==> config.mk <==
export PLATFORM = sky130hd
export DESIGN_NAME = lzwd_cmd_fifo
export DESIGN_NICKNAME = d
export VERILOG_FILES = /design/src/rtl/core/lzwd_pkg.sv /design/src/rtl/core/lzwd_cmd_fifo.sv
export SDC_FILE = /design/constraint.sdc
export NUM_CORES = 1
export LEC_CHECK = 0
export BUFFER_PORTS_ARGS = -buffer_cell sky130_fd_sc_hd__buf_4
export CORE_MARGIN = 8
export CORE_UTILIZATION = 60
export CTS_BUF_LIST = sky130_fd_sc_hd__clkbuf_4 sky130_fd_sc_hd__clkbuf_8 sky130_fd_sc_hd__clkbuf_16
export DETAILED_ROUTE_END_ITERATION = 8
export PLACE_DENSITY_LB_ADDON = 0.15
export SLEW_MARGIN = 5
export SYNTH_ARGS = -nofsm -noshare
export SYNTH_HDL_FRONTEND = slang
export SYNTH_SLANG_ARGS = --single-unit
==> constraint.sdc <==
create_clock -name clk -period 4.4 [get_ports clk]
set_input_delay 1.1 -clock clk [delete_from_list [all_inputs] [get_ports clk]]
set_output_delay 1.1 -clock clk [all_outputs]
set_load 0.02 [all_outputs]
==> src/rtl/core/lzwd_pkg.sv <==
// shared types and constants of the lz word history decompressor
`timescale 1ns / 1ps

package lzwd_pkg;

  localparam int WORD_W           = 16;
  localparam int TOKENS_PER_GROUP = 32;
  localparam int TOK_W            = $clog2(TOKENS_PER_GROUP);
  localparam int POS_W            = 6;
  localparam int LEN_W            = 5;
  localparam int DIST_SHIFT       = 5;
  localparam int DIST_W           = WORD_W - DIST_SHIFT;
  localparam int CNT_W            = 6;
  localparam int CMDQ_DEPTH       = 4;
  localparam int CMDQ_AW          = $clog2(CMDQ_DEPTH);

  // group position codes
  localparam logic [POS_W-1:0] POS_FLAG_LO     = POS_W'(0);
  localparam logic [POS_W-1:0] POS_FLAG_HI     = POS_W'(1);
  localparam logic [POS_W-1:0] POS_FIRST_TOKEN = POS_W'(2);
  localparam logic [POS_W-1:0] POS_LAST_TOKEN  = POS_W'(TOKENS_PER_GROUP + 1);

  // copy length bias: the low field holds length minus two
  localparam logic [CNT_W-1:0] LEN_BIAS = CNT_W'(2);

  typedef enum logic [1:0] {
    CMD_NONE,
    CMD_LIT,
    CMD_COPY
  } cmd_kind_t;

  typedef struct packed {
    cmd_kind_t         kind;
    logic [WORD_W-1:0] word;
    logic              eos;
  } cmd_t;

endpackage

==> src/rtl/core/lzwd_cmd_fifo.sv <==
// small command queue between front end and back end
`timescale 1ns / 1ps

module lzwd_cmd_fifo
  import lzwd_pkg::*;
(
  input  logic clk,
  input  logic rst,
  input  logic push_valid,
  input  cmd_t push_cmd,
  output logic push_ready,
  output logic pop_valid,
  output cmd_t pop_cmd,
  input  logic pop
);

  cmd_t               q [CMDQ_DEPTH];
  logic [CMDQ_AW:0]   wr_ptr;
  logic [CMDQ_AW:0]   rd_ptr;

  assign pop_valid  = (wr_ptr != rd_ptr);
  assign push_ready = (wr_ptr != {~rd_ptr[CMDQ_AW], rd_ptr[CMDQ_AW-1:0]});
  assign pop_cmd    = q[rd_ptr[CMDQ_AW-1:0]];

  always_ff @(posedge clk) begin
    if (push_valid && push_ready) begin
      q[wr_ptr[CMDQ_AW-1:0]] <= push_cmd;
    end
  end

  always_ff @(posedge clk) begin
    if (rst) begin
      wr_ptr <= '0;
      rd_ptr <= '0;
    end else begin
      if (push_valid && push_ready) begin
        wr_ptr <= wr_ptr + (CMDQ_AW+1)'(1);
      end
      if (pop && pop_valid) begin
        rd_ptr <= rd_ptr + (CMDQ_AW+1)'(1);
      end
    end
  end

endmodule

# Yosys cells after proc, flatten, opt, wreduce, memory -nomap -nowiden

Memory sizes are Yosys's and may differ from the RTL's. A register that Yosys moved wholly into a read port is not among the register bits.
Index checks and enable logic that the tools add are counted.
W data, S select, Z words.

Output and inout port bits: 21
Bits of input ports: 23
Logic and storage cells: 14
Memory bits (writable): 76
Memories kept: 1
Register bits: 6

Add/sub/neg operators: 2
Multiplexer cells: 4
Reductions and logical operators: 2
Equal/unequal tests: 2
Bitwise operators: 1

Memory list:

| name | words | bits a word | rd ports | clocked after Yosys merged registers in | write ports | RTL line            | text |
|---|---|---|---|---|---|---|---|
| q    | 4     | 19          | 1        | 1                                       | 1           | lzwd_cmd_fifo.sv:17 | `cmd_t q [CMDQ_DEPTH];` |

Operators by type and width:

| kind                  | number |
|---|---|
| $add A3 B1 Y3 const B | 2 |
| $ne A3 B3 Y1          | 2 |
| $mux W2               | 2 |
| $logic_and A1 B1 Y1   | 2 |
| $mux W1               | 2 |
| $not A1 Y1            | 1 |

# Longest topological paths before layout

Gate-level depths: netlist of run 1.

Depth in word-level cells: 5
Gate-level depth with buffers: 5
Mapped depth without buffers: 4

# Worst setup path after synthesis of run 1

No wires, ideal clock.

Path kind: input-to-reg
Start point: input push_valid
End point: memory q[3][0] in the netlist's numbering (enable)
Buffers on the path: 0
Required time: 3.999 ns
Arrival time: 2.151 ns
Slack: 1.848 ns
Stages: 2
Cells stage by stage: nand2_1 > a21oi_1

Cells in the longest elaborated chain, start to end: 3

RTL lines:

| what                          | RTL line            | text |
|---|---|---|
| from (decl)                   | lzwd_cmd_fifo.sv:9  | `input logic push_valid,` |
| $logic_and A1 B1 Y1           | lzwd_cmd_fifo.sv:26 | `if (push_valid && push_ready) begin` |
| $mux W1                       | lzwd_cmd_fifo.sv:26 |  |
| $mux W1 (not written as such) | lzwd_cmd_fifo.sv:27 | `q[wr_ptr[CMDQ_AW-1:0]] <= push_cmd;` |
| to (decl)                     | lzwd_cmd_fifo.sv:17 |  |

No other way between the ends.

==> results of run 1 <==
-- routing by layer --
layer / vias to the layer above / share of wire, % / GRT usage, %
met2: 46 / 53 / 27.30
li1: 784 / - / -
met5: - / 0 / 0
met3: 7 / 4.0 / 4.904
met1: 887 / 42 / 17.08
met4: 0 / 1.4 / 8.044
-- synthesized netlist by cell type --
library cell | instances | area share (%)
a31oi_1 | 3 | 0.57
and2_1 | 3 | 0.57
buf_6 | 1 | 0.34
inv_1 | 4 | 0.45
ha_1 | 5 | 1.9
nand4_1 | 4 | 0.76
nor2b_1 | 2 | 0.38
nor3b_1 | 4 | 0.91
xnor2_1 | 3 | 0.80
a211o_1 | 2 | 0.53
mux4_2 | 19 | 13
nand2_1 | 6 | 0.68
o211ai_1 | 2 | 0.45
nor2_1 | 1 | 0.11
nand3_1 | 6 | 0.91
buf_4 | 1 | 0.23
dfxtp_1 | 8 | 4.9
a41oi_1 | 2 | 0.53
a21oi_1 | 3 | 0.45
edfxtp_1 | 76 | 69
clkbuf_1 | 2 | 0.23
xor2_1 | 3 | 0.80
and3_1 | 1 | 0.19
or4_1 | 1 | 0.23
buf_2 | 3 | 0.45
o21ai_0 | 4 | 0.61
-- registers in the layout, summed over array words and instances, names as in the netlist, named ones only --
signal and cells:
q 76, rd_ptr 3, wr_ptr 3
-- layout make-up --
class / count / share of cell area, %
clock inverters: 7 / 3.150
multi-input cells: 74 / 20.52
inverters: 4 / 0.3818
repair buffers: 44 / 8.400
well taps: 72 / 2.291
clock buffers: 9 / 3.150
flip-flops and latches: 84 / 62.11
-- worst register-to-register path: stages (launching register included) --
cell	delay, ps
dfxtp_1	500
xor2_1	440
nor2_1	160
a21oi_2	1010
-- final timing paths --
check             from         end  cells past startpoint
max          flip-flop  pop_cmd[8]                      3
min          wr_ptr[2]   wr_ptr[2]                      2
max reg2reg  wr_ptr[0]     q[3][1]                      3
min reg2reg  wr_ptr[2]   wr_ptr[2]                      2
-- power groups by stage --
stage	registers, uW	logic, uW	clock network (uW)
2_1_floorplan	1060	561	0
3_3_place_gp	1120	773	0
3_5_place_dp	1130	798	0
4_1_cts	1110	802	665
5_1_grt	1130	841	691
6_report	1110	792	656
-- metrics by stage --
step / worst slack [ps] / utilization (%) / hold WS (ps) / cells
2_1_floorplan: 1848 / - / 501.9 / 169
3_3_place_gp: 1552 / 68.17 / 514.1 / 278
3_5_place_dp: 1491 / 68.17 / 540.5 / 278
4_1_cts: 1105 / 72.75 / 546.7 / 294
5_1_grt: 1017 / 72.75 / 585.6 / 294
6_report: 1185 / 72.75 / 551.4 / 294
-- kinds of logic after synthesis --
group,Yosys count
compound gates,16
xor+xnor,6
fa+ha+maj,5
buf+inv,11
flops,84
mux,19
simple gates,28
==> reports/qor.yml, run 1 <==
detailed_routing:
  vias: 1724
  drc: 0
  vias_per_cell: 5.864
  dr.pass1.iters: 6
  wirelength_um: 6128
  drt_iter0_markers: 73
  ant_nets: 0
  detail_route.wl_per_cell_um: 20.84
place:
  routabilityCongestion: 0.8074
  hpwl_um: 3957
  port_buffers: 43
  place_area_sq_um: 3685
clock_network:
  cts_resized: 0
  cts_tree: "built"
  post_cts_buffers: 0
  clkSinkCount: 84
  cts_root_buf: "clkbuf_8"
  clk_pin_slew_ps: 80
  cts.path.max_buffers: 2
  hold_buffers: 0
  cts_buffers: 9
  cts_max_level: 3
  clk_latency_ps: 340
timing:
  finClkSkew_ps: 9.296
  period_share_pct: 73.07
  rsz0062_at_grt: "false"
  period_minus_slack_ps: 3215
  tns_ps: 0
  relSlewSlack_pct: 15.54
  fmax_mhz: 311.0
  finalMaxSlewViolations: 0
  tightestPinTransition_ps: 1267
  setup_viol: 0
  finalHoldViolations: 0
synthesis:
  synth-adder-area-share_pct: 1.895
  syn_inst: 169
  postSynthAreaPerCell_sq_um: 19.54
  synthSimpleGateAreaFrac_pct: 4.737
  synth_xor_area_share_pct: 1.592
  syn_nets: 197
  synth_top_family_by_area: "multiplexers"
  ys_warn_count: 0
  synth_compound_area_share_pct: 3.145
  synthMuxAreaShare_pct: 12.96
  ys_types: 26
  seq_area_frac_synth_pct: 73.97
  yosys_register_bits: 84
  syn_area_sq_um: 3302
outcome:
  status: "finished, final reports clean"
layout:
  drive_gt1_share_pct: 36.04
  syn_to_final_growth_pct: 19.10
  layout_commonest_cell: "edfxtp_1"
  n_fill_cell: 349
  layout.nets: 245
  multiInputGateArea_sq_um: 807.0
  antennaDiodeCount: 0
  layout_common_cells: "edfxtp_1, buf_4, mux4_2, clkbuf_8, dfxtp_1"
  regArea_sq_um: 2442
  design_area_sq_um: 3933
global_routing:
  grt-ovfl-total: 0
  grt_max_degree: 20
  grt_pass1_wl_um: 9673
  grt_pass1_vias: 1890
  antenna_found_initial: 0
  track_usage_pct: 15.78
setup_path:
  start_kind: "flip-flop"
  critPathKind: "flip-flop to output pin"
  cp.required_ps: 3300
  cp_common_cell: "buf_4"
  r2r_setup_slack_ps: 1900
  critPathBufInv: 2
  cp_max_fo: 12
  worstPathArrival_ps: 2120
  path_cells: "buf_4, mux4_2, buf_4"
  crit_slowest_cell: "dfxtp_1"
  cp_top_family: "flip-flops"
  cp_slowest_stage_delay_ps: 670
  cp-end-kind: "output pin"
floorplanning:
  dieArea_sq_um: 8133
  die_h_um: 90.19
  num_rows: 27
  io_pins: 44
  die_x_um: 90.19
  core_area_sq_um: 5405
  start_util_pct: 61.09
power_and_ir_drop:
  p_comb_share_pct: 30.9
  power_density_nw_per_um2: 650.6
  p_switching_uw: 802.3
  peakVddDrop_v: 0.0004036
  p_total_uw: 2559
  p_leak_uw: 0.001350
  intPower_uw: 1756
  power.share.clock_pct: 25.6
  power.share.switching_pct: 31.36
  p_seq_share_pct: 43.4
job:
  cap_violations: 0
min_path:
  hp-class: "flip-flop to flip-flop"
No activity file was read; power rests on OpenSTA's default activity.
==> inputs of run 2 (changes only) <==
--- a/config.mk
+++ b/config.mk
@@ -5,9 +5,10 @@
 export SDC_FILE = /design/constraint.sdc
 export NUM_CORES = 1
 export LEC_CHECK = 0
+export ABC_AREA = 1
 export BUFFER_PORTS_ARGS = -buffer_cell sky130_fd_sc_hd__buf_4
 export CORE_MARGIN = 8
-export CORE_UTILIZATION = 60
+export CORE_UTILIZATION = 51
 export CTS_BUF_LIST = sky130_fd_sc_hd__clkbuf_4 sky130_fd_sc_hd__clkbuf_8 sky130_fd_sc_hd__clkbuf_16
 export DETAILED_ROUTE_END_ITERATION = 8
 export PLACE_DENSITY_LB_ADDON = 0.15
==> constraint.sdc (replaced) <==
create_clock -name clk -period 2.7 [get_ports clk]
set_input_delay 0.675 -clock clk [delete_from_list [all_inputs] [get_ports clk]]
set_output_delay 0.675 -clock clk [all_outputs]
set_load 0.02 [all_outputs]
==> run 2 against run 1 <==
Flip-flop and latch count unchanged. Register-to-register slack lost 1100 ps. Hold slack got worse by 33 ps. Combinational power fell by 25%. Sequential share of layout area fell by 0.57 points. Die area rose by 15%. First-iteration DRC count fell by 4.1%. Sequential power rose by 36%. Area after synthesis increased by 0.68%. Design area rose by 0.92%. Utilization decreased by 9.9 points.
==> reports/qor.yml, run 2 <==
power_and_ir_drop:
  p_leak_uw: 0.001488  # +10%
  power_density_nw_per_um2: 759.0  # +17%
  peakVddDrop_v: 0.0004056  # +0.50%
  p_total_uw: 3012  # +18%
setup_path:
  path_cells: "inv_1, o21ai_0, o22ai_1, buf_4"
  critPathKind: "flip-flop to output pin"
  cp.required_ps: 2030  # -1270 ps
  crit_slowest_cell: "inv_1"
  start_kind: "flip-flop"
  cp_max_fo: 19  # +7
  cp_slowest_stage_delay_ps: 420  # -250 ps
  cp-end-kind: "output pin"
  worstPathArrival_ps: 1680  # -440 ps
clock_network:
  clk_latency_ps: 350  # about the same
  cts.path.max_buffers: 2  # unchanged
  post_cts_buffers: 0  # unchanged
  cts_buffers: 9  # unchanged
  clk_pin_slew_ps: 90  # about the same
  clkSinkCount: 84  # unchanged
  cts_resized: 0  # unchanged
  hold_buffers: 0  # unchanged
  cts_root_buf: "clkbuf_8"
  cts_tree: "built"
  cts_max_level: 3  # unchanged
global_routing:
  grt_max_degree: 39  # +95%
  track_usage_pct: 14.13  # -1.7 points
  grt_pass1_vias: 2100  # +11%
  grt_pass1_wl_um: 10470  # +8.3%
  antenna_found_initial: 0  # unchanged
  grt-ovfl-total: 0  # unchanged
place:
  routabilityCongestion: 0.7590  # -6.0%
  dp_cells: 374  # +35%
  hpwl_um: 3996  # +1.0%
  dpl_worst_slack_ps: 757.0  # -734.4 ps
  port_buffers: 43  # unchanged
  place_area_sq_um: 3764  # +2.1%
min_path:
  hp-class: "primary input to flip-flop"
timing:
  fmax_mhz: 423.9
  finClkSkew_ps: 12.50  # +3.208 ps
  worst_slack_ps: 341.2  # -843.8 ps
  period_minus_slack_ps: 2359
  setup_viol: 0  # unchanged
  tightestPinTransition_ps: 567.4  # -699.5 ps
  relSlewSlack_pct: 62.13  # +47 points
  finalMaxSlewViolations: 0  # unchanged
  tns_ps: 0  # unchanged
  period_share_pct: 87.36
  rsz0062_at_grt: "false"
  finalHoldViolations: 0  # unchanged
synthesis:
  syn_inst: 257  # +52%
  synthTopCellsByArea: "edfxtp_1, nor2_1, o21ai_0"
  syn_area_sq_um: 3324  # +0.68%
  ys_warn_count: 0  # unchanged
  postSynthAreaPerCell_sq_um: 12.94  # -34%
  async_flop_share_pct: 0  # unchanged
  yosys_register_bits: 84  # unchanged
  synth_top_area_share_pct: 68.65  # -0.47 points
  synth_edf_count: 76  # unchanged
  seq_area_frac_synth_pct: 73.47  # -0.50 points
  ys.flop_type: "edfxtp_1"
  yosysTopAreaCell: "edfxtp_1"
  yosysMostFrequentCell: "edfxtp_1"
  synthTopCellsByCount: "edfxtp_1, nor2_1, o21ai_0, o22ai_1, nand2_1"
  syn_nets: 285  # +45%
  ys_types: 20  # -23%
detailed_routing:
  vias_per_cell: 5.254  # -10%
  vias: 2049  # +19%
  wirelength_um: 6444  # +5.2%
  ant_nets: 0  # unchanged
  detail_route.wl_per_cell_um: 16.52  # -21%
  drc: 0  # unchanged
  drt_iter0_markers: 70  # -4.1%
  dr.pass1.iters: 4  # -2
floorplanning:
  die_x_um: 96.74  # +7.3%
  start_util_pct: 52.66  # -8.4 points
  core_area_sq_um: 6314  # +17%
  dieArea_sq_um: 9358  # +15%
  io_pins: 44  # unchanged
  num_rows: 29  # +7.4%
  die_h_um: 96.74  # +7.3%
layout:
  layout.nets: 336  # +37%
  antennaDiodeCount: 0  # unchanged
  layout.cells.non_filler: 390  # +33%
  design_area_sq_um: 3969  # +0.92%
  drive_gt1_share_pct: 27.80  # -8.2 points
  layout_common_cells: "edfxtp_1, buf_4, nor2_1, o21ai_0, o22ai_1"
  syn_to_final_growth_pct: 19.38
  layout_commonest_cell: "edfxtp_1"
  largest_reg_flops: 76  # unchanged
job:
  cap_violations: 0  # unchanged
outcome:
  status: "finished, final reports clean"
==> run 2: cell types whose count changed after synthesis, sizes merged, moves of 4 or more <==
cell / delta
buf: +4
nand2: +20
nor3b: -4
nor2: +50
mux4: -19
o22ai: +19
o21ai: +34
nand4: -4
inv: +11
==> run 2: cell type report <==
class / instances / area [sq um]
tap: 77 / 96.34
fill: 513 / 2345
multi-input combinational: 147 / 773.2
clock buffer: 9 / 123.9
inverter: 15 / 56.30
sequential: 84 / 2442
timing repair buffer: 51 / 395.4
clock inverter: 7 / 81.33
==> run 2: final timing paths <==
check	start	end	slack [ps]	depth (start not counted)
max	flip-flop	pop_cmd[13]	340	4
min	push_cmd[9]	q[0][9]	520	1
max reg2reg	wr_ptr[0]	q[0][17]	800	7
min reg2reg	rd_ptr[2]	rd_ptr[2]	570	2
==> run 2: kinds of logic (layout without fill, tap and decap cells) <==
| logic type | Yosys count | count (layout) | share of synthesized area, % |
|---|---|---|---|
| adders and majority gates | 5 | 5 | 1.882 |
| DFF | 84 | 84 | 73.47 |
| and+or+nand+nor | 82 | 82 | 11.40 |
| buffers and inverters | 26 | 82 | 3.500 |
| AOI/OAI and AO/OA | 60 | 60 | 9.748 |
==> run 2: stage by stage <==
stage                     utilization (%)  hold WS [ps]
after floorplan                         -         527.1
after global placement              59.61         546.3
after detailed placement            59.61         557.3
after CTS                           62.86         495.4
after global routing                62.86         497.8
final                               62.86         518.6
==> run 2: routing by layer <==
metal | routed length [um] | global-route usage, % | vias up
met1 | 2877 | 16.82 | 974
met5 | 0 | 0 | -
met4 | 101 | 7.811 | 0
met2 | 3185 | 23.02 | 44
met3 | 280 | 3.343 | 8
li1 | - | - | 1023
==> run 2: report_power, final <==
part	switching [uW]	internal, uW
Clock	468	442
Combinational	368	223
Sequential	22.7	1490
==> run 2: worst max-delay path: cells and delay by family (launching register included) <==
family / cells / cell delay (ps)
DFF: 1 / 320
AOI/OAI and AO/OA: 2 / 420
buffers and inverters: 2 / 600
==> inputs of run 3 (changes only) <==
--- a/config.mk
+++ b/config.mk
@@ -9,7 +9,7 @@
 export BUFFER_PORTS_ARGS = -buffer_cell sky130_fd_sc_hd__buf_4
 export CORE_MARGIN = 8
 export CORE_UTILIZATION = 51
-export CTS_BUF_LIST = sky130_fd_sc_hd__clkbuf_4 sky130_fd_sc_hd__clkbuf_8 sky130_fd_sc_hd__clkbuf_16
+export CTS_BUF_LIST = sky130_fd_sc_hd__clkbuf_16
 export DETAILED_ROUTE_END_ITERATION = 8
 export PLACE_DENSITY_LB_ADDON = 0.15
 export SLEW_MARGIN = 5
==> run 3 against run 2 <==
Register-to-register slack hardly changed. Maximum frequency is 2.3% higher. Count of clock-buffer cells in the layout stayed put. Largest cell class unchanged. Largest power group unchanged. Highest routed layer unchanged.
==> reports/qor.yml, run 3 (synthesis results as in run 2) <==
outcome:
  status: "finished, final reports clean"
setup_path:
  critPathKind: "flip-flop to output pin"
  cp_max_fo: 19  # unchanged
  cp-end-kind: "output pin"
  path_cells: "inv_1, o21ai_0, o22ai_1, buf_4"
  rr_endpoint: "q[0][5]"
  r2r_setup_slack_ps: 790  # about the same
  crit_slowest_cell: "inv_1"
  start_kind: "flip-flop"
  rr_startpoint: "wr_ptr[0]"
  worstPathArrival_ps: 1630  # -50 ps
  cp_top_family: "buffers and inverters"
  critPathBufInv: 2  # unchanged
  cp.required_ps: 2030  # about the same
  cp_slowest_stage_delay_ps: 410  # about the same
  ff2ff_path_depth: 7  # unchanged
detailed_routing:
  drt_iter0_markers: 108  # +54%
  wirelength_um: 6461  # +0.26%
  dr.pass1.iters: 4  # unchanged
  vias_per_cell: 5.308  # +1.0%
  ant_nets: 0  # unchanged
  vias: 2070  # +1.0%
  detail_route.wl_per_cell_um: 16.57  # +0.26%
  drc: 0  # unchanged
power_and_ir_drop:
  power_density_nw_per_um2: 821.8  # +8.3%
  peakVddDrop_v: 0.0004509  # +11%
  power.share.clock_pct: 37.1  # +6.9 points
  power.share.switching_pct: 26.94  # -1.6 points
  p_leak_uw: 0.001534  # +3.1%
  p_seq_share_pct: 45.2  # -5.0 points
  intPower_uw: 2444  # +14%
  p_comb_share_pct: 17.7  # -1.9 points
  p_switching_uw: 901.1  # +4.9%
floorplanning:
  io_pins: 44  # unchanged
  die_h_um: 96.74  # unchanged
  start_util_pct: 52.66  # unchanged
  core_area_sq_um: 6314  # unchanged
  die_x_um: 96.74  # unchanged
  num_rows: 29  # unchanged
  dieArea_sq_um: 9358  # unchanged
layout:
  layout_common_cells: "edfxtp_1, buf_4, nor2_1, o21ai_0, o22ai_1"
  layout.cells.non_filler: 390  # unchanged
  drive_gt1_share_pct: 27.80  # unchanged
  syn_to_final_growth_pct: 22.43
  largest_reg_flops: 76  # unchanged
  layout_commonest_cell: "edfxtp_1"
  layout.nets: 336  # unchanged
  antennaDiodeCount: 0  # unchanged
  n_fill_cell: 494  # -3.7%
timing:
  fmax_mhz: 433.6  # +2.3%
  tns_ps: 0  # unchanged
  finClkSkew_ps: 9.613  # -2.890 ps
  setup_viol: 0  # unchanged
  period_share_pct: 85.41  # -2.0 points
  period_minus_slack_ps: 2306  # -52.66 ps
  rsz0062_at_grt: "false"
  tightestPinTransition_ps: 577.9  # +10.49 ps
  finalMaxSlewViolations: 0  # unchanged
  relSlewSlack_pct: 61.43  # -0.70 points
  finalHoldViolations: 0  # unchanged
  holdWs_ps: 539.5  # +20.89 ps
min_path:
  holdCritStartpoint: "push_cmd[9]"
  holdPathEnd: "q[1][9]"
  hp-class: "primary input to flip-flop"
  holdPathStages: 1  # unchanged
clock_network:
  cts_max_level: 3  # unchanged
  cts_resized: 0  # unchanged
  clkSinkCount: 84  # unchanged
  clk_latency_ps: 330  # -20 ps
  clk_pin_slew_ps: 70  # -20 ps
  cts_root_buf: "clkbuf_16"
  post_cts_buffers: 0  # unchanged
  cts_buffers: 9  # unchanged
  cts_tree: "built"
  hold_buffers: 0  # unchanged
  cts.path.max_buffers: 2  # unchanged
global_routing:
  grt_pass1_wl_um: 10580  # +0.98%
  track_usage_pct: 14.23  # +0.10 points
  grt_max_degree: 39  # unchanged
  antenna_found_initial: 0  # unchanged
  grt-ovfl-total: 0  # unchanged
  grt_pass1_vias: 2084  # -0.76%
job:
  cap_violations: 0  # unchanged
place:
  dp_cells: 374  # unchanged
  hpwl_um: 3996  # unchanged
  port_buffers: 43  # unchanged
  routabilityCongestion: 0.7590  # unchanged
## run 3: through the flow
stage	utilization (%)	power (uW)	area (sq um)	setup WS (ps)
final	64.47	3345	4070	393.8
after global routing	64.47	3481	4070	236.4
after CTS	64.47	3380	4070	381.1
after detailed placement	59.61	2141	3764	757.0
after global placement	59.61	2134	3764	756.9
after floorplan	-	1895	3324	631.8
## run 3: power groups by stage
stage	sequential [uW]	combinational (uW)	clock [uW]
2_1_floorplan	1540	358	0
3_3_place_gp	1540	595	0
3_5_place_dp	1540	600	0
4_1_cts	1510	602	1260
5_1_grt	1520	651	1310
6_report	1510	592	1240
## run 3: area by class of cell
type	instances	area, sq um	area share [%]
Sequential cell	84	2442	60.01
Multi-Input combinational cell	147	773.2	19.00
Timing Repair Buffer	51	395.4	9.714
Clock buffer	9	225.2	5.533
Tap cell	77	96.34	2.367
Clock inverter	7	81.33	1.998
Inverter	15	56.30	1.383
## run 3: worst max-delay path by stage
stage / start / end / slack [ps] / cells after the start
4_1_cts: flip-flop / pop_cmd[18] / 380 / 4
6_report: flip-flop / pop_cmd[16] / 390 / 4
3_5_place_dp: flip-flop / pop_cmd[16] / 760 / 4
3_3_place_gp: flip-flop / pop_cmd[6] / 760 / 4
2_1_floorplan: wr_ptr[0] / q[0][0] / 630 / 6
5_1_grt: flip-flop / pop_cmd[16] / 240 / 4
## run 3: metal layers
metal | routed length [um] | GRT usage [%] | vias to the layer above
met1 | 2955 | 17.12 | 1005
met2 | 3169 | 23.02 | 34
met4 | 96 | 7.101 | 0
met5 | 0 | 0 | -
met3 | 240 | 3.770 | 5
li1 | - | - | 1026
