--- config.mk ---
export PLATFORM = sky130hd
export DESIGN_NAME = lzwd_front_flat
export DESIGN_NICKNAME = d
export VERILOG_FILES = /design/src/rtl/core/lzwd_pkg.sv /design/src/rtl/core/lzwd_stream_if.sv /design/src/rtl/core/lzwd_front.sv /design/src/flat_wrapper.sv
export SDC_FILE = /design/constraint.sdc
export NUM_CORES = 1
export LEC_CHECK = 0
export ABC_CLOCK_PERIOD_IN_PS = 5500
export BUFFER_PORTS_ARGS = -buffer_cell sky130_fd_sc_hd__clkbuf_2
export CORE_UTILIZATION = 55
export CTS_BUF_LIST = sky130_fd_sc_hd__clkbuf_4
export CTS_CLUSTER_SIZE = 20
export DETAILED_ROUTE_END_ITERATION = 16
export PLACE_DENSITY = 0.77
export RECOVER_POWER = 50
export SLEW_MARGIN = 20
export SYNTH_ARGS = -nofsm -noshare
export SYNTH_HDL_FRONTEND = slang
export SYNTH_SLANG_ARGS = --single-unit
--- constraint.sdc ---
create_clock -name clk -period 5.5 [get_ports clk]
set_input_delay 1.1 -clock clk [delete_from_list [all_inputs] [get_ports clk]]
set_output_delay 1.1 -clock clk [all_outputs]
set_load 0.02 [all_outputs]
--- src/rtl/core/lzwd_pkg.sv ---
// shared types and constants of the lz word history decompressor
`timescale 1ns / 1ps

package lzwd_pkg;

  localparam int WORD_W           = 16;
  localparam int TOKENS_PER_GROUP = 32;
  localparam int TOK_W            = $clog2(TOKENS_PER_GROUP);
  localparam int POS_W            = 6;
  localparam int LEN_W            = 5;
  localparam int DIST_SHIFT       = 5;
  localparam int DIST_W           = WORD_W - DIST_SHIFT;
  localparam int CNT_W            = 6;
  localparam int CMDQ_DEPTH       = 4;
  localparam int CMDQ_AW          = $clog2(CMDQ_DEPTH);

  // group position codes
  localparam logic [POS_W-1:0] POS_FLAG_LO     = POS_W'(0);
  localparam logic [POS_W-1:0] POS_FLAG_HI     = POS_W'(1);
  localparam logic [POS_W-1:0] POS_FIRST_TOKEN = POS_W'(2);
  localparam logic [POS_W-1:0] POS_LAST_TOKEN  = POS_W'(TOKENS_PER_GROUP + 1);

  // copy length bias: the low field holds length minus two
  localparam logic [CNT_W-1:0] LEN_BIAS = CNT_W'(2);

  typedef enum logic [1:0] {
    CMD_NONE,
    CMD_LIT,
    CMD_COPY
  } cmd_kind_t;

  typedef struct packed {
    cmd_kind_t         kind;
    logic [WORD_W-1:0] word;
    logic              eos;
  } cmd_t;

endpackage

--- src/rtl/core/lzwd_stream_if.sv ---
// stream interfaces for compressed input words and decompressed output words
`timescale 1ns / 1ps

interface lzwd_in_if
  import lzwd_pkg::*;
();
  logic              valid;
  logic              ready;
  logic [WORD_W-1:0] data_word;
  logic              end_of_stream;

  modport source (output valid, output data_word, output end_of_stream, input ready);
  modport sink   (input valid, input data_word, input end_of_stream, output ready);
endinterface


--- src/rtl/core/lzwd_front.sv ---
// front end: tracks group position and flag mask, classifies tokens into commands
`timescale 1ns / 1ps

module lzwd_front
  import lzwd_pkg::*;
(
  input  logic      clk,
  input  logic      rst,
  lzwd_in_if.sink   cmp_words,
  output logic      push_valid,
  output cmd_t      push_cmd,
  input  logic      push_ready
);

  logic [POS_W-1:0]            pos;
  logic [TOKENS_PER_GROUP-1:0] mask;
  logic [TOK_W-1:0]            tok_idx;
  logic                        is_flag;
  logic                        fire;

  assign tok_idx         = TOK_W'(pos - POS_FIRST_TOKEN);
  assign is_flag         = (pos == POS_FLAG_LO) || (pos == POS_FLAG_HI);
  assign cmp_words.ready = push_ready;
  assign fire            = cmp_words.valid && cmp_words.ready;

  always_comb begin
    push_cmd.word = cmp_words.data_word;
    push_cmd.eos  = cmp_words.end_of_stream;
    if (is_flag) begin
      push_cmd.kind = CMD_NONE;
    end else if (mask[tok_idx]) begin
      push_cmd.kind = CMD_LIT;
    end else begin
      push_cmd.kind = CMD_COPY;
    end
    // flag halves only travel on when they end a stream
    push_valid = fire && (!is_flag || cmp_words.end_of_stream);
  end

  always_ff @(posedge clk) begin
    if (rst) begin
      pos  <= POS_FLAG_LO;
      mask <= '0;
    end else if (fire) begin
      if (cmp_words.end_of_stream) begin
        pos  <= POS_FLAG_LO;
        mask <= '0;
      end else begin
        priority if (pos == POS_FLAG_LO) begin
          mask[WORD_W-1:0] <= cmp_words.data_word;
          pos              <= POS_FLAG_HI;
        end else if (pos == POS_FLAG_HI) begin
          mask[TOKENS_PER_GROUP-1:WORD_W] <= cmp_words.data_word;
          pos                             <= POS_FIRST_TOKEN;
        end else if (pos >= POS_LAST_TOKEN) begin
          pos <= POS_FLAG_LO;
        end else begin
          pos <= pos + POS_W'(1);
        end
      end
    end
  end

endmodule

--- src/flat_wrapper.sv ---
// flat-port wrapper written by rule: the top's interface ports become plain ports
module lzwd_front_flat import lzwd_pkg::*;
  (clk, rst, push_valid, push_cmd, push_ready, cmp_words_valid, cmp_words_data_word, cmp_words_end_of_stream, cmp_words_ready);
  lzwd_in_if cmp_words_i ();
  input  logic clk;
  input  logic rst;
  output logic push_valid;
  output cmd_t push_cmd;
  input  logic push_ready;
  input wire logic [$bits(cmp_words_i.valid)-1:0] cmp_words_valid;
  input wire logic [$bits(cmp_words_i.data_word)-1:0] cmp_words_data_word;
  input wire logic [$bits(cmp_words_i.end_of_stream)-1:0] cmp_words_end_of_stream;
  output wire logic [$bits(cmp_words_i.ready)-1:0] cmp_words_ready;
  assign cmp_words_i.valid = cmp_words_valid;
  assign cmp_words_i.data_word = cmp_words_data_word;
  assign cmp_words_i.end_of_stream = cmp_words_end_of_stream;
  assign cmp_words_ready = cmp_words_i.ready;
  lzwd_front u_core (.clk(clk), .rst(rst), .cmp_words(cmp_words_i), .push_valid(push_valid), .push_cmd(push_cmd), .push_ready(push_ready));
endmodule
Yosys cells after proc, flatten, opt, wreduce, memory -nomap -nowiden
Cells that the tools add are included.
- register bits: 38
- input port bits: 21
- output and inout bits: 21
- word-level logic and storage cells: 31
- add/sub/neg operators: 2
- magnitude comparators: 2
- eq/ne operators: 2
- muxes and demuxes: 12
- reduce and logical (&&, ||, !) cells: 10
- operators by type and width (cell ; number):
    $mux W16 ; 3
    $mux W32 ; 1
    $mux W6 ; 4
    $add A6 B1 Y6 const B ; 1
    $eq A6 B1 Y1 const B ; 1
    $ge A6 B6 Y1 const B ; 1
    $logic_not A6 Y1 ; 1
    $lt A5 B6 Y1 const B ; 1
    $bmux W1 S5 ; 1
    $sub A5 B2 Y5 const B ; 1
    $mux W2 ; 2
    $reduce_bool A2 Y1 ; 2
    $reduce_and A3 Y1 ; 1
    $logic_and A1 B1 Y1 ; 2
    $logic_or A1 B1 Y1 ; 2
    $ne A2 B2 Y1 const B ; 1
    $reduce_and A2 Y1 ; 1
    $logic_not A1 Y1 ; 1
    $mux W1 ; 1

Longest topological paths before layout
Gate-level depths: netlist (run 1).
- depth in word-level cells: 5
- gate-level depth with buffers: 10
- mapped depth without buffers: 7

Worst setup path before layout (run 1)
OpenSTA, ideal clock, no wires.
- path kind: register to output
- start: register u_core.pos[1]
- end: output push_cmd[18] (netlist name)
- arrival: 2213 ps
- setup slack: 2187 ps
- stages on the path, launching flop included: 10
- path buffers: 2
- cells stage by stage: dfxtp_1 buf_4 buf_2 inv_1 ha_1 nor2b_1 a21oi_1 nand4_1 and4_1 nor2b_1
- RTL lines (what ; line ; RTL):
    start, declared ; lzwd_front.sv:15 ; logic [POS_W-1:0] pos;
    start signal, assigned ; lzwd_front.sv:58 ; pos <= pos + POS_W'(1);
    end, declared ; flat_wrapper.sv:8 ; output cmd_t push_cmd;

==> metrics.md, run 1 <==
| Metric | Value |
|---|---|
| Sequential power share | between 50% and 60% |
| Reg clk slew, reported paths | roughly 0.12 ns |
| Hold Path Depth | 2 |
| Die Span X | about 67 um |
| Max Cap Viol | 0 |
| TritonCTS buffer count | 5 |
| Ys flop type | dfxtp_1 |
| Sw Ratio | between 20% and 30% |
| Clk_lat worst skew | between 0.3 and 0.4 ns |
| # nets final | around 330 |
| Ant diodes | 0 |
| Post-route DRC | 0 |
| Power Dens Cells | 215 nW/um^2 |
| HP Start | u_core.mask[6]$_SDFFE_PP0P_ |
| Syn Area/Cell | a little over 8 um^2 |
| Via count | about 1900 |
| R2R Path Start | u_core.pos[1]$_SDFFE_PP0P_ |
| Hold slack | 0.467 ns |
| Via density per instance | 5.46 |
| Routed wire length | approximately 4600 um |
| Die area | ~4500 um^2 |
| Placement Rows | 23 |
| Routed Antenna Nets | 0 |
| Setup crit start kind | flip-flop |
| RSZ-0062 raised after global routing | no |
| Crit Path Class | flip-flop to primary output |
| Area Overhead vs Synth | 1.94% |
| Post-Layout Cell Count | 350 |
| Crit. End Element | primary output |
| Least-Margin Pin Slew | 1.20 ns |
| Combinational power share | between 10 and 15% |
| R2R setup slack | 2.54 ns |
| Switching Power | about 150 uW |
| Post-synth top area cell | dfxtp_1 |
| Placer congestion estimate | between 0.8 and 0.9 |
| Clock power frac | between 20 and 30% |
| Tightest Hold Check Type | flip-flop to flip-flop |
| CP Max Fanout | 21 |
| Post-CTS Setup Bufs | 0 |
| Fmax | 273 MHz |
| Final TNS setup | 0 ns |
| Int Power | about 360 uW |
| Commonest cells post-synth | nand2_1, dfxtp_1, a21oi_1 |
| Placed cells | 342 |
| First-pass GRT wire length | 7450 um |
| Async SR Flop Fraction | 0% |
| Iteration-0 DRC Markers | 92 |
| Critical R2R Capture | u_core.mask[23]$_SDFFE_PP0P_ |
| Root Buffer | clkbuf_4 |
| Layout cells sized above 1 | around 22% |
| WP data required | 4.40 ns |
| Syn nets | 313 |
| DR pass1 iterations | 4 |
| Setup WS post-layout | around 1.8 ns |
| Synthesized area | about 2300 um^2 |
| Yosys top cell area share | approximately 33% |
| PortBufs | 41 |
| TritonCTS clock tree | yes |
| Total GRT Usage | between 20% and 30% |
| Core Area | a little over 4000 um^2 |
| Global route overflow | 0 |
| Top cells by area, synth | dfxtp_1, nand2_1, a21oi_1, buf_4, mux2i_1 |
| Pin count of the biggest net entering global routing | 40 |
| VDD IR max | around 0.00018 V |
| Final Util | about three fifths |
| Mapped Cells | ~290 |
| Setup WS pre-CTS | 2.24 ns |
| Die Ht | 67.0 um |
| CTS resizes | 0 |
| Antenna violations before repair | 0 |
| Period utilization | between 60% and 70% |
| LEAKAGE | 0.815 nW |
| Cts hold-fix bufs | 0 |
| Seq cells post-synth | 38 |
| Slew Viols, Final | 0 |
| Seq/Total Area, Yosys | between 30 and 40% |
| Vias in the first global route | 1636 |
| Hold worst-path end | u_core.mask[6]$_SDFFE_PP0P_ |
| Number of clock sinks | 38 |
| Final setup fails | 0 |
| Minimum clock period | about 3.7 ns |
| Post-synth cell types | 38 |
| Worst slew margin | about a fifth |
| Post-synth EDFFs | 0 |
| Clock skew | roughly 0.011 ns |
| Filler cell count | approximately 400 |
| Worst EP arrival | 2.56 ns |
| Yosys warns | 0 |
| # IOs | 42 |
| Outcome | finished clean |
| Dominant cell by count in the synthesized netlist | nand2_1 |
| Clock Tree Buf Depth | 2 |
| Dpl hpwl | between 3000 and 4000 um |
| Post-DR wirelength/cell | 13.1 um |
| # H-tree levels | 2 |
| Initial Utilization | approximately 58% |
| Worst r2r path cells | 7 |
| Hold Vio Cnt, Final | 0 |
==> kinds of logic (layout without fill, tap and decap cells) <==
logic type      Yosys count  in the layout  synth area share (%)
flops                    38             38                  32.7
fa+ha+maj                 6              6                  3.23
mux                      16             16                  6.89
buf+inv                  43             57                  12.1
compound gates           74             74                  19.7
xor+xnor                  4              4                  1.51
simple gates            105            105                  23.8
==> cell usage in the layout, fill, tap and decap left out, drive strengths merged, types with 3 or more instances in the layout <==
cell and n:
dfxtp 38, ha 6, nand3b 3, nor3 3, mux2i 16, inv 6
nor2b 19, a22oi 4, clkbuf 47, a21oi 44, nand3 7, a31oi 3
o21ai 18, nand2 55, nor2 8, nand4 6
==> how the worst max path moves through the flow <==
stage | from | to | cells past startpoint
final | u_core.pos[1]$_SDFFE_PP0P_ | push_cmd[18] | 9
after global routing | u_core.pos[1]$_SDFFE_PP0P_ | push_cmd[18] | 9
after CTS | u_core.pos[1]$_SDFFE_PP0P_ | push_cmd[18] | 9
after detailed placement | u_core.pos[1]$_SDFFE_PP0P_ | push_cmd[18] | 9
after global placement | u_core.pos[1]$_SDFFE_PP0P_ | push_cmd[18] | 9
after floorplan | u_core.pos[1]$_SDFFE_PP0P_ | push_cmd[18] | 9
==> state kept, by name, summed over array words and instances, names as in the netlist <==
name	count
u_core.mask	32
u_core.pos	6
==> metal layers <==
metal  vias to the layer above  GRT usage, %  share of wire [%]
met3                         6          4.79                4.3
met4                         0          8.24                1.2
met2                        51          35.0                 46
met1                       866          29.3                 48
met5                         -             0                  0
li1                        987             -                  -
==> cell type report <==
type	count	area, um^2	share of cell area, %
clock buffer	6	45.0	1.90
inverter	6	22.5	0.950
tap	50	62.6	2.64
clock inverter	2	13.8	0.581
multi-input combinational	205	1250	53.0
timing repair buffer	43	210	8.87
sequential	38	761	32.1
==> critical path: stages (launching register included) <==
cell      delay (ns)
dfxtp_1         0.32
buf_4           0.29
inv_1           0.15
ha_1            0.42
nor2b_1         0.29
a21oi_1         0.12
nand4_1         0.10
and4_1          0.23
nor2b_1         0.13
clkbuf_2        0.17
==> power groups by stage <==
stage | Sequential (mW) | Clock, mW | Combinational (mW)
after detailed placement | 0.292 | 0 | 0.0775
final | 0.286 | 0.149 | 0.0742
after global placement | 0.292 | 0 | 0.0762
after global routing | 0.287 | 0.166 | 0.0821
after floorplan | 0.290 | 0 | 0.0668
after CTS | 0.286 | 0.153 | 0.0777
==> metrics by stage <==
step | total power [mW] | cell area [um^2]
detailed placement | 0.370 | 2350
CTS | 0.517 | 2410
global route | 0.535 | 2370
floorplan | 0.357 | 2320
global placement | 0.369 | 2350
finish | 0.509 | 2370
Power figures use the tool's default switching activity.
==> inputs of run 2 (changes only) <==
--- a/config.mk
+++ b/config.mk
@@ -5,13 +5,13 @@
 export SDC_FILE = /design/constraint.sdc
 export NUM_CORES = 1
 export LEC_CHECK = 0
-export ABC_CLOCK_PERIOD_IN_PS = 5500
+export ABC_CLOCK_PERIOD_IN_PS = 3200
 export BUFFER_PORTS_ARGS = -buffer_cell sky130_fd_sc_hd__clkbuf_2
-export CORE_UTILIZATION = 55
+export CORE_UTILIZATION = 52
 export CTS_BUF_LIST = sky130_fd_sc_hd__clkbuf_4
 export CTS_CLUSTER_SIZE = 20
 export DETAILED_ROUTE_END_ITERATION = 16
-export PLACE_DENSITY = 0.77
+export PLACE_DENSITY = 0.76
 export RECOVER_POWER = 50
 export SLEW_MARGIN = 20
 export SYNTH_ARGS = -nofsm -noshare
==> constraint.sdc (replaced) <==
create_clock -name clk -period 3.2 [get_ports clk]
set_input_delay 0.64 -clock clk [delete_from_list [all_inputs] [get_ports clk]]
set_output_delay 0.64 -clock clk [all_outputs]
set_load 0.02 [all_outputs]
==> run 2 against run 1 <==
  * Routed wire length increased by 2.8%
  * Die area is 5.6% higher
  * Design area grew 1.7%
  * Largest power group unchanged
  * Highest routed layer unchanged
==> metrics.md, run 2 (synthesis gave the netlist of run 1 again) <==
| Metric | Value |
|---|---|
| Post-route DRC | 0 |
| Slowest-stage cell, CP | dfxtp_1 |
| Root Buffer | clkbuf_4 |
| Number of clock sinks | 38 |
| Int Power | around 710 uW |
| Largest delay contributor family on the critical path | simple AND/OR/NAND/NOR gates |
| LEAKAGE | roughly 0.80 nW |
| Crit path cell chain | inv_1, ha_1, nor2_1, a22oi_1, nand4_1, and4_1, nor2b_1, clkbuf_2 |
| Layout cells sized above 1 | about 20% |
| Sw Ratio | between 20% and 30% |
| Crit Path Class | flip-flop to primary output |
| Clk_lat worst skew | between 0.3 and 0.4 ns |
| Die Ht | 68.9 um |
| Switching Power | roughly 260 uW |
| Dpl hpwl | between 3000 and 4000 um |
| Clock power frac | a little over a third |
| VDD IR max | ~0.00022 V |
| DR pass1 iterations | 4 |
| Most frequent cells in the layout | nand2_1, dfxtp_1, a21oi_1 |
| Post-CTS Setup Bufs | 0 |
| Routed wire length | around 4700 um |
| Vias in the first global route | 1667 |
| Die area | about 4700 um^2 |
| Combinational power share | a little over an eighth |
| Sequential power share | 50.9% |
| RSZ-0062 raised after global routing | no |
| Tightest Hold Check Type | flip-flop to flip-flop |
| Outcome | finished clean |
| # H-tree levels | 2 |
| Iteration-0 DRC Markers | 74 |
| Via count | 1925 |
| CTS resizes | 0 |
| # nets final | 327 |
| Cts hold-fix bufs | 0 |
| Setup WS post-layout | ~0.22 ns |
| Placed cells | ~340 |
| Post-Layout Cell Count | approximately 350 |
| Area Overhead vs Synth | 3.71% |
| Minimum clock period | 2.98 ns |
| Final setup fails | 0 |
| WP data required | approximately 2.6 ns |
| Most common cell after layout, fill and taps aside | nand2_1 |
| Max FFs per register | 32 |
| Antenna violations before repair | 0 |
| Placement Rows | 23 |
| Ant diodes | 0 |
| Multi-input gate area | around 1300 um^2 |
| Placer congestion estimate | slightly below 0.9 |
| Fmax | ~340 MHz |
| First-pass GRT wire length | approximately 7800 um |
| Global route overflow | 0 |
| TritonCTS clock tree | yes |
| Core Area | approximately 4100 um^2 |
| Crit path buf inv count | 2 |
| Register Area | roughly 760 um^2 |
| Setup crit start kind | flip-flop |
| Routed Antenna Nets | 0 |
| Max Cap Viol | 0 |
| Least-Margin Pin Slew | between 1 and 1.5 ns |
| Pin count of the biggest net entering global routing | 40 |
| Crit. End Element | primary output |
| Biggest regs | u_core.mask x32, u_core.pos x6 |
| Via density per instance | between 5 and 6 |
| Hold slack | 0.461 ns |
| Power Dens Cells | 400 nW/um^2 |
| Post-DR wirelength/cell | between 10 and 15 um |
| Clock skew | around 0.0047 ns |
| Largest Register | u_core.mask |
| # IOs | 42 |
| Final TNS setup | 0 ns |
| Period utilization | roughly 93% |
| Worst EP arrival | 2.34 ns |
| Slew Viols, Final | 0 |
| Worst slew margin | 26.4% |
| Initial Utilization | a little under three fifths |
| Total GRT Usage | between 20% and 30% |
| Max incr delay on CP | about 0.42 ns |
| TritonCTS buffer count | 5 |
| Filler cell count | between 300 and 400 |
| Die Span X | ~69 um |
| Setup WS pre-CTS | approximately 0.53 ns |
| Clock Tree Buf Depth | 2 |
| Reg clk slew, reported paths | around 0.11 ns |
| PortBufs | between 40 and 50 |
| CP Max Fanout | 7 |
| Hold Vio Cnt, Final | 0 |
## run 2: tightest hold or removal path: cells and delay by family, from the launching register on
kind             cells  cell delay [ns]
AO/OA/AOI/OAI        1             0.05
flip-flops           1             0.32
AND/OR/NAND/NOR      1             0.05
## run 2: per-stage QoR
stage | total power, mW | instance area (um^2) | utilization [%]
4_1_cts | 0.979 | 2440 | 58.8
3_5_place_dp | 0.637 | 2360 | 56.9
5_1_grt | 1.01 | 2410 | 58.2
6_report | 0.965 | 2410 | 58.2
3_3_place_gp | 0.635 | 2360 | 56.9
2_1_floorplan | 0.614 | 2320 | -
## run 2: power groups by stage
stage / clock (mW) / sequential, mW / combinational (mW)
2_1_floorplan: 0 / 0.499 / 0.115
3_3_place_gp: 0 / 0.502 / 0.134
3_5_place_dp: 0 / 0.502 / 0.135
4_1_cts: 0.352 / 0.491 / 0.136
5_1_grt: 0.371 / 0.493 / 0.146
6_report: 0.343 / 0.491 / 0.131
## run 2: cell type report
cell class	instances	share of cell area [%]
flip-flops and latches	38	31.6
inverters	6	0.934
clock inverters	1	1.25
multi-input cells	205	52.9
repair buffers	44	8.51
clock buffers	7	2.18
well taps	50	2.59
## run 2: path summary, 6_finish.rpt
check / from / to / slack, ns / depth (start not counted)
max: u_core.pos[1]$_SDFFE_PP0P_ / push_cmd[18] / 0.22 / 8
min: u_core.mask[0]$_SDFFE_PP0P_ / u_core.mask[0]$_SDFFE_PP0P_ / 0.46 / 2
max reg2reg: u_core.pos[0]$_SDFFE_PP0P_ / u_core.mask[11]$_SDFFE_PP0P_ / 0.87 / 7
min reg2reg: u_core.mask[0]$_SDFFE_PP0P_ / u_core.mask[0]$_SDFFE_PP0P_ / 0.46 / 2
## run 2: metal layers
metal / track usage (%) / wire, um / vias to the layer above
met3: 5.43 / 202 / 6
li1: - / - / 989
met4: 8.42 / 70 / 0
met1: 29.8 / 2190 / 877
met2: 36.2 / 2240 / 53
met5: 0 / 0 / -
==> inputs of run 3 (changes only) <==
--- a/config.mk
+++ b/config.mk
@@ -5,13 +5,15 @@
 export SDC_FILE = /design/constraint.sdc
 export NUM_CORES = 1
 export LEC_CHECK = 0
+export ABC_AREA = 1
 export ABC_CLOCK_PERIOD_IN_PS = 3200
 export BUFFER_PORTS_ARGS = -buffer_cell sky130_fd_sc_hd__clkbuf_2
-export CORE_UTILIZATION = 52
+export CORE_UTILIZATION = 45
 export CTS_BUF_LIST = sky130_fd_sc_hd__clkbuf_4
+export CTS_CLUSTER_DIAMETER = 150
 export CTS_CLUSTER_SIZE = 20
 export DETAILED_ROUTE_END_ITERATION = 16
-export PLACE_DENSITY = 0.76
+export PLACE_DENSITY = 0.67
 export RECOVER_POWER = 50
 export SLEW_MARGIN = 20
 export SYNTH_ARGS = -nofsm -noshare
==> run 3 against run 2 <==
  * Synthesized area down 1.1%
  * Synthesized cell count up 22%
  * Clock skew up 0.0073 ns
  * Total power up 1.1%
  * Critical path type unchanged
==> metrics.md, run 3 <==
| Metric | Value |
|---|---|
| Outcome | finished clean |
| Via count | 2224 |
| Post-synth top area cell | dfxtp_1 |
| Syn Area/Cell | between 6 and 7 um^2 |
| Worst slew margin | 31.9% |
| XOR/XNOR share of the synthesized area | around 1.1% |
| Layout cells sized above 1 | roughly an eighth |
| Max Cap Viol | 0 |
| Final TNS setup | 0 ns |
| # H-tree levels | 2 |
| Sw Ratio | 28.7% |
| Tightest Hold Check Type | flip-flop to flip-flop |
| Root Buffer | clkbuf_4 |
| TritonCTS buffer count | 5 |
| Ant diodes | 0 |
| Final setup fails | 0 |
| Vias in the first global route | 2067 |
| Placement Rows | 25 |
| Largest family of logic cells by synthesized area | simple AND/OR/NAND/NOR gates |
| Post-route DRC | 0 |
| Routed wire length | 5640 um |
| First-pass GRT wire length | ~9400 um |
| Mapped Cells | 350 |
| Reg clk slew, reported paths | 0.11 ns |
| Yosys warns | 0 |
| Int Power | 696 uW |
| Commonest cells post-synth | nand2_1, inv_1, nand3_1 |
| Seq cells post-synth | 38 |
| Placer congestion estimate | between 0.9 and 1 |
| Biggest regs | u_core.mask x32, u_core.pos x6 |
| Setup WS pre-CTS | 0.605 ns |
| # nets final | 399 |
| Fmax | between 300 and 400 MHz |
| Synth Area in Adders | under 10% |
| Most common cell after layout, fill and taps aside | nand2_1 |
| Ys flop type | dfxtp_1 |
| Post-Layout Cell Count | about 440 |
| PortBufs | between 40 and 50 |
| Die Ht | about 73 um |
| Most frequent cells in the layout | nand2_1, inv_1, nand3_1 |
| Via density per instance | 5.07 |
| Max FFs per register | 32 |
| Simple-Gate Fraction of Synth Area | 31.5% |
| Area Overhead vs Synth | 7.40% |
| Core Area | approximately 4800 um^2 |
| Compound-gate portion of the synthesized area | between 10 and 15% |
| Clock Tree Buf Depth | 2 |
| Pin count of the biggest net entering global routing | 28 |
| Final Util | 51.2% |
| Switching Power | about 280 uW |
| Total GRT Usage | roughly 23% |
| Power Dens Cells | between 300 and 400 nW/um^2 |
| LEAKAGE | between 1 and 1.5 nW |
| Crit Path Class | flip-flop to primary output |
| VDD IR max | 0.000219 V |
| Period utilization | between 80% and 90% |
| Hold Vio Cnt, Final | 0 |
| Worst EP arrival | between 2 and 2.5 ns |
| # IOs | 42 |
| Combinational power share | 16.2% |
| Cts hold-fix bufs | 0 |
| Clk_lat worst skew | ~0.36 ns |
| Minimum clock period | approximately 2.9 ns |
| Least-Margin Pin Slew | a little over 1 ns |
| Yosys top cell area share | roughly 33% |
| Initial Utilization | 47.7% |
| Final Power | slightly below 1 mW |
| Post-DR wirelength/cell | between 10 and 15 um |
| Seq/Total Area, Yosys | approximately 33% |
| Antenna violations before repair | 0 |
| Synthesized area | ~2300 um^2 |
| Dominant cell by count in the synthesized netlist | nand2_1 |
| Slew Viols, Final | 0 |
| Filler cell count | approximately 540 |
| Global route overflow | 0 |
| CP Max Fanout | 11 |
| Crit. End Element | primary output |
| Sequential power share | about half |
| Post-synth EDFFs | 0 |
| Number of clock sinks | 38 |
| Async SR Flop Fraction | 0% |
| Iteration-0 DRC Markers | between 100 and 150 |
| DR pass1 iterations | 4 |
| Top cells by area, synth | dfxtp_1, nand2_1, nand3_1, inv_1, a21oi_1 |
| Syn nets | around 380 |
| Post-synth cell types | 29 |
| Routed Antenna Nets | 0 |
| Placed cells | about 430 |
| RSZ-0062 raised after global routing | no |
| Largest Register | u_core.mask |
| Die area | 5400 um^2 |
| Clock skew | about 0.012 ns |
| TritonCTS clock tree | yes |
| Setup crit start kind | flip-flop |
| Mux contribution to synthesized area | 0% |
| Dpl hpwl | 3950 um |
| Die Span X | 73.5 um |
| WP data required | about 2.6 ns |
| Clock power frac | 32.9% |
| Setup WS post-layout | about 0.34 ns |
-- run 3: changes by cell type after synthesis, sizes merged, moves of 5 or more --
cell | previous run | this run
nor2b | 19 | 0
nand2 | 55 | 88
mux2i | 16 | 0
nand4 | 6 | 1
nor2 | 8 | 28
nand3 | 7 | 44
inv | 6 | 48
a21oi | 44 | 38
-- run 3: final cells by class --
type / count / area (um^2) / area share (%)
flip-flops and latches: 38 / 762 / 30.9
clock inverters: 2 / 33.8 / 1.37
multi-input cells: 230 / 1120 / 45.6
repair buffers: 49 / 243 / 9.83
well taps: 67 / 83.8 / 3.40
clock buffers: 5 / 37.5 / 1.52
inverters: 48 / 184 / 7.45
-- run 3: path summary, 6_finish.rpt --
kind | from | depth (start not counted) | endpoint | slack, ns
worst min register to register | u_core.mask[13]$_SDFFE_PP0P_ | 2 | u_core.mask[13]$_SDFFE_PP0P_ | 0.46
worst min-delay path | u_core.mask[13]$_SDFFE_PP0P_ | 2 | u_core.mask[13]$_SDFFE_PP0P_ | 0.46
worst max register to register | u_core.pos[1]$_SDFFE_PP0P_ | 8 | u_core.mask[26]$_SDFFE_PP0P_ | 0.59
worst max-delay path | u_core.pos[1]$_SDFFE_PP0P_ | 10 | push_cmd[18] | 0.34
-- run 3: critical path: stages (launching register included) --
cell	delay, ns
dfxtp_2	0.48
clkinvlp_4	0.24
ha_1	0.40
inv_1	0.14
nand3_1	0.11
nand3_1	0.11
nand2_1	0.06
nand2_1	0.05
nand2_1	0.04
nor2_1	0.07
clkbuf_2	0.17
-- run 3: power by group through the flow --
stage	clock, mW	sequential, mW	combinational (mW)
after floorplan	0	0.507	0.128
after global placement	0	0.507	0.162
after detailed placement	0	0.508	0.163
after CTS	0.325	0.497	0.163
after global routing	0.348	0.499	0.178
final	0.322	0.497	0.158
-- run 3: cells by family after synthesis --
kind of cell,Yosys count
DFF,38
buffers and inverters,82
xor gates and xnor gates,3
and+or+nand+nor,164
AOI/OAI and AO/OA,57
adders and majority gates,6
-- run 3: per-stage QoR --
stage,cell area [um^2],hold slack (ns)
after floorplan,2300,0.429
after global placement,2390,0.444
after detailed placement,2390,0.449
after CTS,2460,0.467
after global routing,2470,0.496
final,2470,0.463
-- run 3: metal layers --
layer | wire length (um) | GRT usage, %
met1 | 2670 | 29.1
met2 | 2590 | 36.7
met3 | 246 | 4.39
met4 | 144 | 10.7
met5 | 0 | 0
-- run 3: what timing repair did --
action	CTS	global route
endpoints found under the setup margin	0	1
setup buffers	0	5
endpoints found under the hold margin	0	0
gates resized for setup	0	2
